==> config.mk <==
export PLATFORM = sky130hd
export DESIGN_NAME = gelu_tanh_activation_top
export DESIGN_NICKNAME = d
export VERILOG_FILES = /design/src/sv/gelu_pkg.sv /design/src/sv/gelu_tanh_pwl.sv /design/src/sv/gelu_tanh_activation_top.sv
export SDC_FILE = /design/constraint.sdc
export NUM_CORES = 2
export LEC_CHECK = 0
export BUFFER_PORTS_ARGS = -buffer_cell sky130_fd_sc_hd__buf_2
export CAP_MARGIN = 10
export CORE_MARGIN = 2
export CORE_UTILIZATION = 40
export CTS_CLUSTER_DIAMETER = 60
export DETAILED_ROUTE_END_ITERATION = 7
export PLACE_DENSITY_LB_ADDON = 0.12
export SYNTH_ARGS = -nofsm -noshare
export SYNTH_HDL_FRONTEND = slang
export SYNTH_HIERARCHICAL = 1
export SYNTH_SLANG_ARGS = --single-unit
==> constraint.sdc <==
create_clock -name i_clk -period 8.3 [get_ports i_clk]
set_input_delay 1.245 -clock i_clk [delete_from_list [all_inputs] [get_ports i_clk]]
set_output_delay 1.245 -clock i_clk [all_outputs]
set_load 0.01 [all_outputs]
==> src/sv/gelu_pkg.sv <==
package gelu_pkg;

    // Defaults for the top level parameters
    localparam int DEF_DATA_WIDTH = 16;
    localparam int DEF_FRAC_BITS  = 12;

    // Internal fixed point: the tanh argument path is Q.16
    localparam int TQ         = 16;
    localparam int SEG_SHIFT  = 14;
    localparam int SEG_COUNT  = 24;
    localparam int COEF_SHIFT = 24;

    // Widths of the argument path, fixed by the clamp to +/-8 in Q.16
    localparam int XC_W    = 21;
    localparam int SQ_W    = 24;
    localparam int CUBE_W  = 27;
    localparam int INNER_W = 23;
    localparam int U_W     = 22;
    localparam int TAB_W   = 16;
    localparam int T_W     = 18;
    localparam int SEG_W   = 5;

    // 0.044715 and sqrt(2/pi) scaled by 2^24
    localparam int CC_W = 21;
    localparam int SC_W = 25;
    localparam logic signed [CC_W-1:0] CUBE_COEF  = 21'sd750193;
    localparam logic signed [SC_W-1:0] SCALE_COEF = 25'sd13386282;

    typedef struct packed {
        logic en_seg;
        logic en_interp;
    } t_pwl_ctrl;

    // tanh at steps of 0.25 over [0, 6], Q.16
    function automatic logic [TAB_W-1:0] tanh_tab(input logic [SEG_W-1:0] idx);
        logic [TAB_W-1:0] v;
        unique case (idx)
            5'd0:    v = 16'd0;
            5'd1:    v = 16'd16051;
            5'd2:    v = 16'd30285;
            5'd3:    v = 16'd41625;
            5'd4:    v = 16'd49912;
            5'd5:    v = 16'd55593;
            5'd6:    v = 16'd59320;
            5'd7:    v = 16'd61694;
            5'd8:    v = 16'd63179;
            5'd9:    v = 16'd64096;
            5'd10:   v = 16'd64659;
            5'd11:   v = 16'd65003;
            5'd12:   v = 16'd65212;
            5'd13:   v = 16'd65339;
            5'd14:   v = 16'd65417;
            5'd15:   v = 16'd65464;
            5'd16:   v = 16'd65492;
            5'd17:   v = 16'd65509;
            5'd18:   v = 16'd65520;
            5'd19:   v = 16'd65526;
            5'd20:   v = 16'd65530;
            5'd21:   v = 16'd65532;
            5'd22:   v = 16'd65534;
            default: v = 16'd65535;
        endcase
        return v;
    endfunction

endpackage

==> src/sv/gelu_tanh_pwl.sv <==
module gelu_tanh_pwl (
    input  logic                                i_clk,
    input  gelu_pkg::t_pwl_ctrl                 i_ctrl,
    input  logic signed [gelu_pkg::U_W-1:0]     i_u,
    output logic signed [gelu_pkg::T_W-1:0]     o_t
);

    localparam int A_W    = gelu_pkg::U_W - 1;
    localparam int SEGF_W = A_W - gelu_pkg::SEG_SHIFT;
    localparam int TAB_W  = gelu_pkg::TAB_W;
    localparam int FR_W   = gelu_pkg::SEG_SHIFT;
    localparam int IP_W   = TAB_W + FR_W;
    localparam int MAG_W  = gelu_pkg::TQ + 1;
    localparam logic [MAG_W-1:0] FULL_SCALE = MAG_W'(1) << gelu_pkg::TQ;

    logic                            w_neg;
    logic [gelu_pkg::U_W-1:0]        w_abs;
    logic [SEGF_W-1:0]               w_segf;
    logic [gelu_pkg::SEG_W-1:0]      w_seg;
    logic [TAB_W-1:0]                w_lo;
    logic [TAB_W-1:0]                w_hi;

    logic [TAB_W-1:0]                r_lo;
    logic [TAB_W-1:0]                r_diff;
    logic [FR_W-1:0]                 r_fr;
    logic                            r_sat;
    logic                            r_neg;

    logic [IP_W-1:0]                 w_ip;
    logic [MAG_W-1:0]                w_mag;
    logic signed [gelu_pkg::T_W-1:0] w_t;
    logic signed [gelu_pkg::T_W-1:0] r_t;

    // Segment lookup: magnitude, segment index, both table ends
    assign w_neg  = i_u[gelu_pkg::U_W-1];
    assign w_abs  = w_neg ? gelu_pkg::U_W'(-i_u) : gelu_pkg::U_W'(i_u);
    assign w_segf = w_abs[A_W-1:gelu_pkg::SEG_SHIFT];
    assign w_seg  = w_segf[gelu_pkg::SEG_W-1:0];
    assign w_lo   = gelu_pkg::tanh_tab(w_seg);
    assign w_hi   = gelu_pkg::tanh_tab(gelu_pkg::SEG_W'(w_seg + gelu_pkg::SEG_W'(1)));

    always_ff @(posedge i_clk) begin
        if (i_ctrl.en_seg) begin
            r_lo   <= w_lo;
            r_diff <= w_hi - w_lo;
            r_fr   <= w_abs[FR_W-1:0];
            r_sat  <= (w_segf >= SEGF_W'(gelu_pkg::SEG_COUNT));
            r_neg  <= w_neg;
        end
    end

    // Interpolate within the segment and restore the sign
    assign w_ip  = IP_W'(r_diff) * IP_W'(r_fr);
    assign w_mag = r_sat ? FULL_SCALE
                         : MAG_W'(r_lo) + MAG_W'(w_ip[IP_W-1:FR_W]);
    assign w_t   = r_neg ? -$signed({1'b0, w_mag}) : $signed({1'b0, w_mag});

    always_ff @(posedge i_clk) begin
        if (i_ctrl.en_interp) begin
            r_t <= w_t;
        end
    end

    assign o_t = r_t;

endmodule

==> src/sv/gelu_tanh_activation_top.sv <==
// GELU activation, tanh form, one sample per clock.
//   y = 0.5 * x * (1 + tanh(sqrt(2/pi) * (x + 0.044715 * x^3)))
// Input stream (s_axis): tdata carries x, signed, FRAC_BITS fraction bits,
// tlast marks the final element of a vector. Output stream (m_axis): tdata
// carries y in the same format, saturated to DATA_WIDTH bits, tlast is the
// input mark passed through unchanged. No state is kept between samples.
// An accepted request reaches m_axis through nine register stages: align,
// square, cube, inner sum, tanh argument, segment lookup, interpolation,
// final product, rounding.
// No stage holds more than one multiplier, none wider than about 32 by 32.
// Throughput: one sample per clock, sustained while m_axis_tready is high.
// When the receiver stalls, the output register holds its result and the
// stages behind it fill up; empty stages keep accepting, so s_axis_tready
// only drops once all nine stages hold a sample. s_axis_tready follows
// m_axis_tready combinationally through the stage enables.
// Reset (i_rst_n low, synchronous) empties every stage; nothing is lost or
// repeated across a stall.
module gelu_tanh_activation_top #(
    parameter int DATA_WIDTH = gelu_pkg::DEF_DATA_WIDTH,
    parameter int FRAC_BITS  = gelu_pkg::DEF_FRAC_BITS,
    localparam int TDATA_W   = ((DATA_WIDTH + 7) / 8) * 8
) (
    input  logic               i_clk,
    input  logic               i_rst_n,
    input  logic               s_axis_tvalid,
    output logic               s_axis_tready,
    input  logic [TDATA_W-1:0] s_axis_tdata,   // [DATA_WIDTH-1:0] x_value, rest zero
    input  logic               s_axis_tlast,   // last_in
    output logic               m_axis_tvalid,
    input  logic               m_axis_tready,
    output logic [TDATA_W-1:0] m_axis_tdata,   // [DATA_WIDTH-1:0] y_value, rest zero
    output logic               m_axis_tlast    // last_out
);

    localparam int NSTG    = 9;
    localparam int XE_W    = (DATA_WIDTH > FRAC_BITS + 5) ? DATA_WIDTH : FRAC_BITS + 5;
    localparam int AL_W    = XE_W + gelu_pkg::TQ;
    localparam int SHL     = (FRAC_BITS <= gelu_pkg::TQ) ? gelu_pkg::TQ - FRAC_BITS : 0;
    localparam int SHR     = (FRAC_BITS > gelu_pkg::TQ) ? FRAC_BITS - gelu_pkg::TQ : 0;
    localparam int XC_W    = gelu_pkg::XC_W;
    localparam int SQ_W    = gelu_pkg::SQ_W;
    localparam int CUBE_W  = gelu_pkg::CUBE_W;
    localparam int INNER_W = gelu_pkg::INNER_W;
    localparam int U_W     = gelu_pkg::U_W;
    localparam int T_W     = gelu_pkg::T_W;
    localparam int SQP_W   = 2 * XC_W;
    localparam int CP_W    = SQ_W + XC_W;
    localparam int CCP_W   = CUBE_W + gelu_pkg::CC_W;
    localparam int SCP_W   = INNER_W + gelu_pkg::SC_W;
    localparam int F_W     = T_W + 1;
    localparam int PROD_W  = DATA_WIDTH + F_W;
    localparam int YS_W    = PROD_W - gelu_pkg::TQ - 1;

    localparam logic signed [XE_W-1:0]       LIM     = XE_W'(8) << FRAC_BITS;
    localparam logic signed [XE_W-1:0]       NEG_LIM = -LIM;
    localparam logic signed [F_W-1:0]        ONE_Q   = F_W'(1) << gelu_pkg::TQ;
    localparam logic signed [T_W-1:0]        T_MAX   = T_W'(1) << gelu_pkg::TQ;
    localparam logic signed [T_W-1:0]        T_MIN   = -T_MAX;
    localparam logic signed [DATA_WIDTH-1:0] Y_MAX   = {1'b0, {(DATA_WIDTH-1){1'b1}}};
    localparam logic signed [DATA_WIDTH-1:0] Y_MIN   = {1'b1, {(DATA_WIDTH-1){1'b0}}};

    // Stage valid bits and enables
    logic [NSTG-1:0]  r_vld;
    logic [NSTG-1:0]  w_en;
    logic             r_last [NSTG];
    logic signed [DATA_WIDTH-1:0] r_x [NSTG-2];

    // Argument path registers
    logic signed [XC_W-1:0]    r_xc0;
    logic signed [XC_W-1:0]    r_xc1;
    logic signed [XC_W-1:0]    r_xc2;
    logic signed [SQ_W-1:0]    r_sq1;
    logic signed [CUBE_W-1:0]  r_cube2;
    logic signed [INNER_W-1:0] r_inner3;
    logic signed [U_W-1:0]     r_u4;
    logic signed [PROD_W-1:0]  r_prod7;
    logic signed [DATA_WIDTH-1:0] r_y8;

    logic signed [DATA_WIDTH-1:0] w_x_in;
    logic signed [XE_W-1:0]       w_xe;
    logic signed [XE_W-1:0]       w_xcl;
    logic signed [AL_W-1:0]       w_xal;
    logic signed [SQP_W-1:0]      w_sqp;
    logic signed [CP_W-1:0]       w_cp;
    logic signed [CCP_W-1:0]      w_ccp;
    logic signed [INNER_W-1:0]    w_term;
    logic signed [SCP_W-1:0]      w_scp;
    logic signed [T_W-1:0]        w_t;
    logic signed [F_W-1:0]        w_f;
    logic signed [PROD_W-1:0]     w_prod;
    logic signed [PROD_W-1:0]     w_rnd;
    logic signed [YS_W-1:0]       w_ys;
    logic signed [DATA_WIDTH-1:0] w_y;
    gelu_pkg::t_pwl_ctrl          w_pwl_ctrl;

    // A stage advances when it is empty or the stage after it advances
    always_comb begin
        w_en[NSTG-1] = !r_vld[NSTG-1] || m_axis_tready;
        for (int k = NSTG - 2; k >= 0; k--) begin
            w_en[k] = !r_vld[k] || w_en[k+1];
        end
    end

    assign s_axis_tready = w_en[0];

    always_ff @(posedge i_clk) begin
        if (!i_rst_n) begin
            r_vld <= '0;
        end else begin
            if (w_en[0]) begin
                r_vld[0] <= s_axis_tvalid;
            end
            for (int k = 1; k < NSTG; k++) begin
                if (w_en[k]) begin
                    r_vld[k] <= r_vld[k-1];
                end
            end
        end
    end

    // Carry the mark and the raw sample alongside the data
    always_ff @(posedge i_clk) begin
        if (w_en[0]) begin
            r_last[0] <= s_axis_tlast;
            r_x[0]    <= w_x_in;
        end
        for (int k = 1; k < NSTG; k++) begin
            if (w_en[k]) begin
                r_last[k] <= r_last[k-1];
            end
        end
        for (int k = 1; k < NSTG - 2; k++) begin
            if (w_en[k]) begin
                r_x[k] <= r_x[k-1];
            end
        end
    end

    // Stage 0: clamp to +/-8 and align to Q.16
    assign w_x_in = s_axis_tdata[DATA_WIDTH-1:0];
    assign w_xe   = XE_W'(w_x_in);
    assign w_xcl  = (w_xe > LIM) ? LIM : ((w_xe < NEG_LIM) ? NEG_LIM : w_xe);
    assign w_xal  = (AL_W'(w_xcl) <<< SHL) >>> SHR;

    // Stages 1 to 4: square, cube, inner sum, scaled argument
    assign w_sqp  = SQP_W'(r_xc0) * SQP_W'(r_xc0);
    assign w_cp   = CP_W'(r_sq1) * CP_W'(r_xc1);
    assign w_ccp  = CCP_W'(r_cube2) * CCP_W'(gelu_pkg::CUBE_COEF);
    assign w_term = w_ccp[gelu_pkg::COEF_SHIFT+INNER_W-1:gelu_pkg::COEF_SHIFT];
    assign w_scp  = SCP_W'(r_inner3) * SCP_W'(gelu_pkg::SCALE_COEF);

    always_ff @(posedge i_clk) begin
        if (w_en[0]) begin
            r_xc0 <= w_xal[XC_W-1:0];
        end
        if (w_en[1]) begin
            r_sq1 <= w_sqp[gelu_pkg::TQ+SQ_W-1:gelu_pkg::TQ];
            r_xc1 <= r_xc0;
        end
        if (w_en[2]) begin
            r_cube2 <= w_cp[gelu_pkg::TQ+CUBE_W-1:gelu_pkg::TQ];
            r_xc2   <= r_xc1;
        end
        if (w_en[3]) begin
            r_inner3 <= INNER_W'(r_xc2) + w_term;
        end
        if (w_en[4]) begin
            r_u4 <= w_scp[gelu_pkg::COEF_SHIFT+U_W-1:gelu_pkg::COEF_SHIFT];
        end
    end

    // Stages 5 and 6: piecewise-linear tanh
    assign w_pwl_ctrl.en_seg    = w_en[5];
    assign w_pwl_ctrl.en_interp = w_en[6];

    gelu_tanh_pwl u_tanh (
        .i_clk  (i_clk),
        .i_ctrl (w_pwl_ctrl),
        .i_u    (r_u4),
        .o_t    (w_t)
    );

    // Stage 7: x * (1 + tanh), stage 8: round half up and saturate
    assign w_f    = F_W'(w_t) + ONE_Q;
    assign w_prod = PROD_W'(r_x[NSTG-3]) * PROD_W'(w_f);
    assign w_rnd  = r_prod7 + PROD_W'(ONE_Q);
    assign w_ys   = w_rnd[PROD_W-1:gelu_pkg::TQ+1];
    assign w_y    = (w_ys > YS_W'(Y_MAX)) ? Y_MAX :
                    ((w_ys < YS_W'(Y_MIN)) ? Y_MIN : w_ys[DATA_WIDTH-1:0]);

    always_ff @(posedge i_clk) begin
        if (w_en[7]) begin
            r_prod7 <= w_prod;
        end
        if (w_en[8]) begin
            r_y8 <= w_y;
        end
    end

    assign m_axis_tvalid = r_vld[NSTG-1];
    assign m_axis_tdata  = TDATA_W'($unsigned(r_y8));
    assign m_axis_tlast  = r_last[NSTG-1];

`ifndef SYNTHESIS
    a_reset_empties: assert property (@(posedge i_clk)
        !i_rst_n |=> (!m_axis_tvalid && s_axis_tready))
        else $error("pipeline not empty after reset");

    a_stall_only_when_full: assert property (@(posedge i_clk) disable iff (!i_rst_n)
        !s_axis_tready |-> (&r_vld))
        else $error("input stalled while a stage is empty");

    a_tanh_range: assert property (@(posedge i_clk) disable iff (!i_rst_n)
        r_vld[6] |-> (w_t <= T_MAX && w_t >= T_MIN))
        else $error("tanh value outside +/-1");

    a_request_advances: assert property (@(posedge i_clk) disable iff (!i_rst_n)
        (s_axis_tvalid && s_axis_tready) |=> r_vld[0])
        else $error("accepted request lost at the first stage");
`endif

endmodule

==> impl_metrics.tcl <==
set metrics [dict create \
    yosys_most_used_dff "sky130_fd_sc_hd__edfxtp_1" \
    worstHoldStart "r_x[5][8]" \
    post-route-min-period_ns 8.11 \
    final_core_utilization 0.437 \
    setup.worst_path.start_class "flip-flop" \
    ios 40 \
    clkSlewWorstSetupHoldPaths_ns 0.06 \
    timing.max_slew.rel_slack 0.261 \
    worstHoldEndpoint "r_x[6][8]" \
    final.period_utilization 0.977 \
    pin_count_of_the_biggest_net_entering_global_routing 66 \
    crit_path_leading_delay_family "adder cells" \
    hold-path-cell-count 0 \
    finish.net_count 9521 \
    critPathRequiredTime_ns 8.71 \
    start_util 0.402 \
    growth_of_design_area_from_synthesis_to_finish_pct 8.73 \
    worst_slew_pin_slew_ns 1.11 \
    worst_r2r_startpoint "u_tanh/r_diff[10]" \
    worst_ep_arrival_time_ns 8.52 \
    drt_iter0_drc 1693 \
    drc_errors 0 \
    finalHoldViolations 0 \
    placement.io_buffers 39 \
    vias_per_cell 4.85 \
    drt.antenna.violating_nets 0 \
    outcome "finished, final reports clean" \
    clockRootBuffer "sky130_fd_sc_hd__clkbuf_16" \
    syn_nets 9391 \
    critical_path_class "reg -> reg" \
    drive_above_1_share 0.0625 \
    crit_path_max_fanout 6 \
    numCtsBuffers 55 \
    post_synth_num_cell_types 99 \
    achievable_freq_mhz 123 \
    hold_path.class "reg -> reg" \
    worst_path_largest_cell_delay_ns 0.54 \
    crit_path_buf_inv_count 6 \
    first_global_vias 52849 \
    drt_pre_antenna_iters 7 \
    dpl.hpwl_um 145000 \
    reg2reg_slack_ns 0.19 \
    cts_max_level 2 \
    detailroute.via_count 46249 \
    postSynth.asyncResetShare 0 \
    rsz_0062_raised_after_global_routing "true" \
    maxSlewViolCount 0 \
    flip_flop_and_latch_count_after_synthesis 327 \
    ys_seq_area_frac 0.136 \
    timing.reg2reg.worst_path_depth 30 \
    grt_remaining_overflow 0 \
    routed_wire_length_per_instance_um 17.9 \
    final_cell_area_um2 77700 \
    ys_warn_count 6 \
    clockBufferDepth 3 \
    core_area_um2 178000 \
    dpl-instance-area_um2 75300 \
    grt_pass1_wl_um 284000 \
    worst_skew_pair.late_latency_ns 0.66 \
    max_cap_viol_count 0 \
    netlist_instances 7011 \
    postRouteWirelength_um 171000 \
    grt_antenna_before_repair 1 \
    layout.cells.most_common_list "sky130_fd_sc_hd__inv_1 (1720), sky130_fd_sc_hd__fa_1 (1465), sky130_fd_sc_hd__ha_1 (888)" \
    avgSynthCellArea_um2 10.2 \
    timing.critical_path.mode_cell "sky130_fd_sc_hd__fa_1" \
    setup_violations 0 \
    finalWeightedCongestion 0.821 \
    cp_slowest_cell "sky130_fd_sc_hd__fa_1" \
    reg2reg_to "u_tanh/o_t[17]" \
    hold-worst-slack_ns 0.397 \
    core.rowCount 155 \
    track_usage 0.198 \
    die-width_um 427 \
    synthesis.area_um2 71400 \
    synth-edff-count 318 \
    die_area_um2 182000 \
    layout_commonest_cell "sky130_fd_sc_hd__inv_1" \
    die_h_um 427 \
    clock_sinks 327 \
    setup.worst_path.end_class "flip-flop" \
    tritoncts "yes" \
    final_clock_skew_ns 0.0453 \
]
[what timing repair did]
| item | 4_1_cts | 5_1_grt |
|---|---|---|
| hold buffers | 0 | 0 |
| setup buffers | 0 | 29 |
| endpoints found under the setup margin | 2 | 11 |
| resized for setup | 4 | 50 |
| pin swaps | 1 | 29 |
[registers in the layout, summed over array words and instances, names as in the netlist]
signal / count
r_x: 88
r_cube2: 27
r_sq1: 24
r_inner3: 23
r_u4: 22
r_prod7: 19
u_tanh/o_t: 18
m_axis_tdata: 16
r_xc2: 16
u_tanh/r_diff: 16
u_tanh/r_lo: 16
u_tanh/r_fr: 14
r_last: 9
r_vld: 9
r_xc1: 7
r_xc0: 1
u_tanh/r_neg: 1
u_tanh/r_sat: 1
[cell type report]
cell class | count | area [um2]
antenna | 2 | 5.00
clock buffer | 61 | 1430
clock inverter | 41 | 455
fill | 17136 | 100000
inverter | 1728 | 6490
multi-input combinational | 4774 | 54800
sequential | 327 | 9730
tap | 2355 | 2950
timing repair buffer | 255 | 1830
[cell families after synthesis]
group / after synthesis / synth area share
DFF: 327 / 0.136
AOI/OAI and AO/OA: 550 / 0.0525
muxes: 11 / 0.00158
and+or+nand+nor: 1595 / 0.110
adders and majority gates: 2359 / 0.567
buffers and inverters: 1910 / 0.101
xor gates and xnor gates: 259 / 0.0321
[Yosys cell counts (all sizes together) (14+ instances only)]
cell type,n,area share
a211oi,14,0.0015
a21o,71,0.0075
a21oi,140,0.010
a31oi,20,0.0020
and2,446,0.039
and3,25,0.0022
clkbuf,170,0.0090
edfxtp,318,0.13
fa,1467,0.41
ha,892,0.16
inv,1726,0.091
nand2,690,0.036
nand2b,69,0.0061
nand3,43,0.0032
nand4,25,0.0022
nor2,153,0.0080
nor2b,46,0.0040
nor3,44,0.0032
o211ai,21,0.0024
o21a,24,0.0025
o21ai,132,0.0094
or2,15,0.0013
xnor2,183,0.023
xor2,76,0.0094
[worst register-to-register path: cells and delay by family (launching register included)]
kind,cells,cell delay [ns]
AOI/OAI and AO/OA,10,1.69
DFF,1,0.53
buffers and inverters,6,0.46
adders and majority gates,8,3.46
and+or+nand+nor,5,1.63
xor gates and xnor gates,1,0.14
[routing by layer]
metal / part of all wire / vias up / track usage / wire length (um)
li1: - / 21722 / - / -
met1: 0.43 / 23794 / 0.246 / 72700
met2: 0.53 / 545 / 0.373 / 90700
met3: 0.023 / 188 / 0.0149 / 3900
met4: 0.021 / 0 / 0.0421 / 3650
met5: 0 / - / 0 / 0
[worst max-delay path by stage]
stage | from | end | slack (ns) | cells past startpoint
after floorplan | u_tanh/r_diff[7] | u_tanh/o_t[17] | 0.21 | 33
after global placement | u_tanh/r_fr[2] | u_tanh/o_t[17] | -0.19 | 32
after detailed placement | u_tanh/r_fr[2] | u_tanh/o_t[17] | -0.10 | 34
after CTS | u_tanh/r_fr[2] | u_tanh/o_t[17] | 0.003 | 32
after global routing | u_tanh/r_fr[3] | u_tanh/o_t[17] | -0.15 | 29
final | u_tanh/r_diff[10] | u_tanh/o_t[17] | 0.19 | 30
[per-stage QoR]
stage                     setup TNS [ns]  cells  worst slack (ns)
after floorplan                        0   7011             0.206
after global placement            -0.318   9410            -0.186
after detailed placement          -0.125   9410            -0.103
after CTS                              0   9512           0.00272
after global routing              -0.393   9541            -0.153
final                                  0   9543             0.191
Power is not shown: default switching activity piles up to over one toggle a cycle in this logic, so the estimate is an artifact.
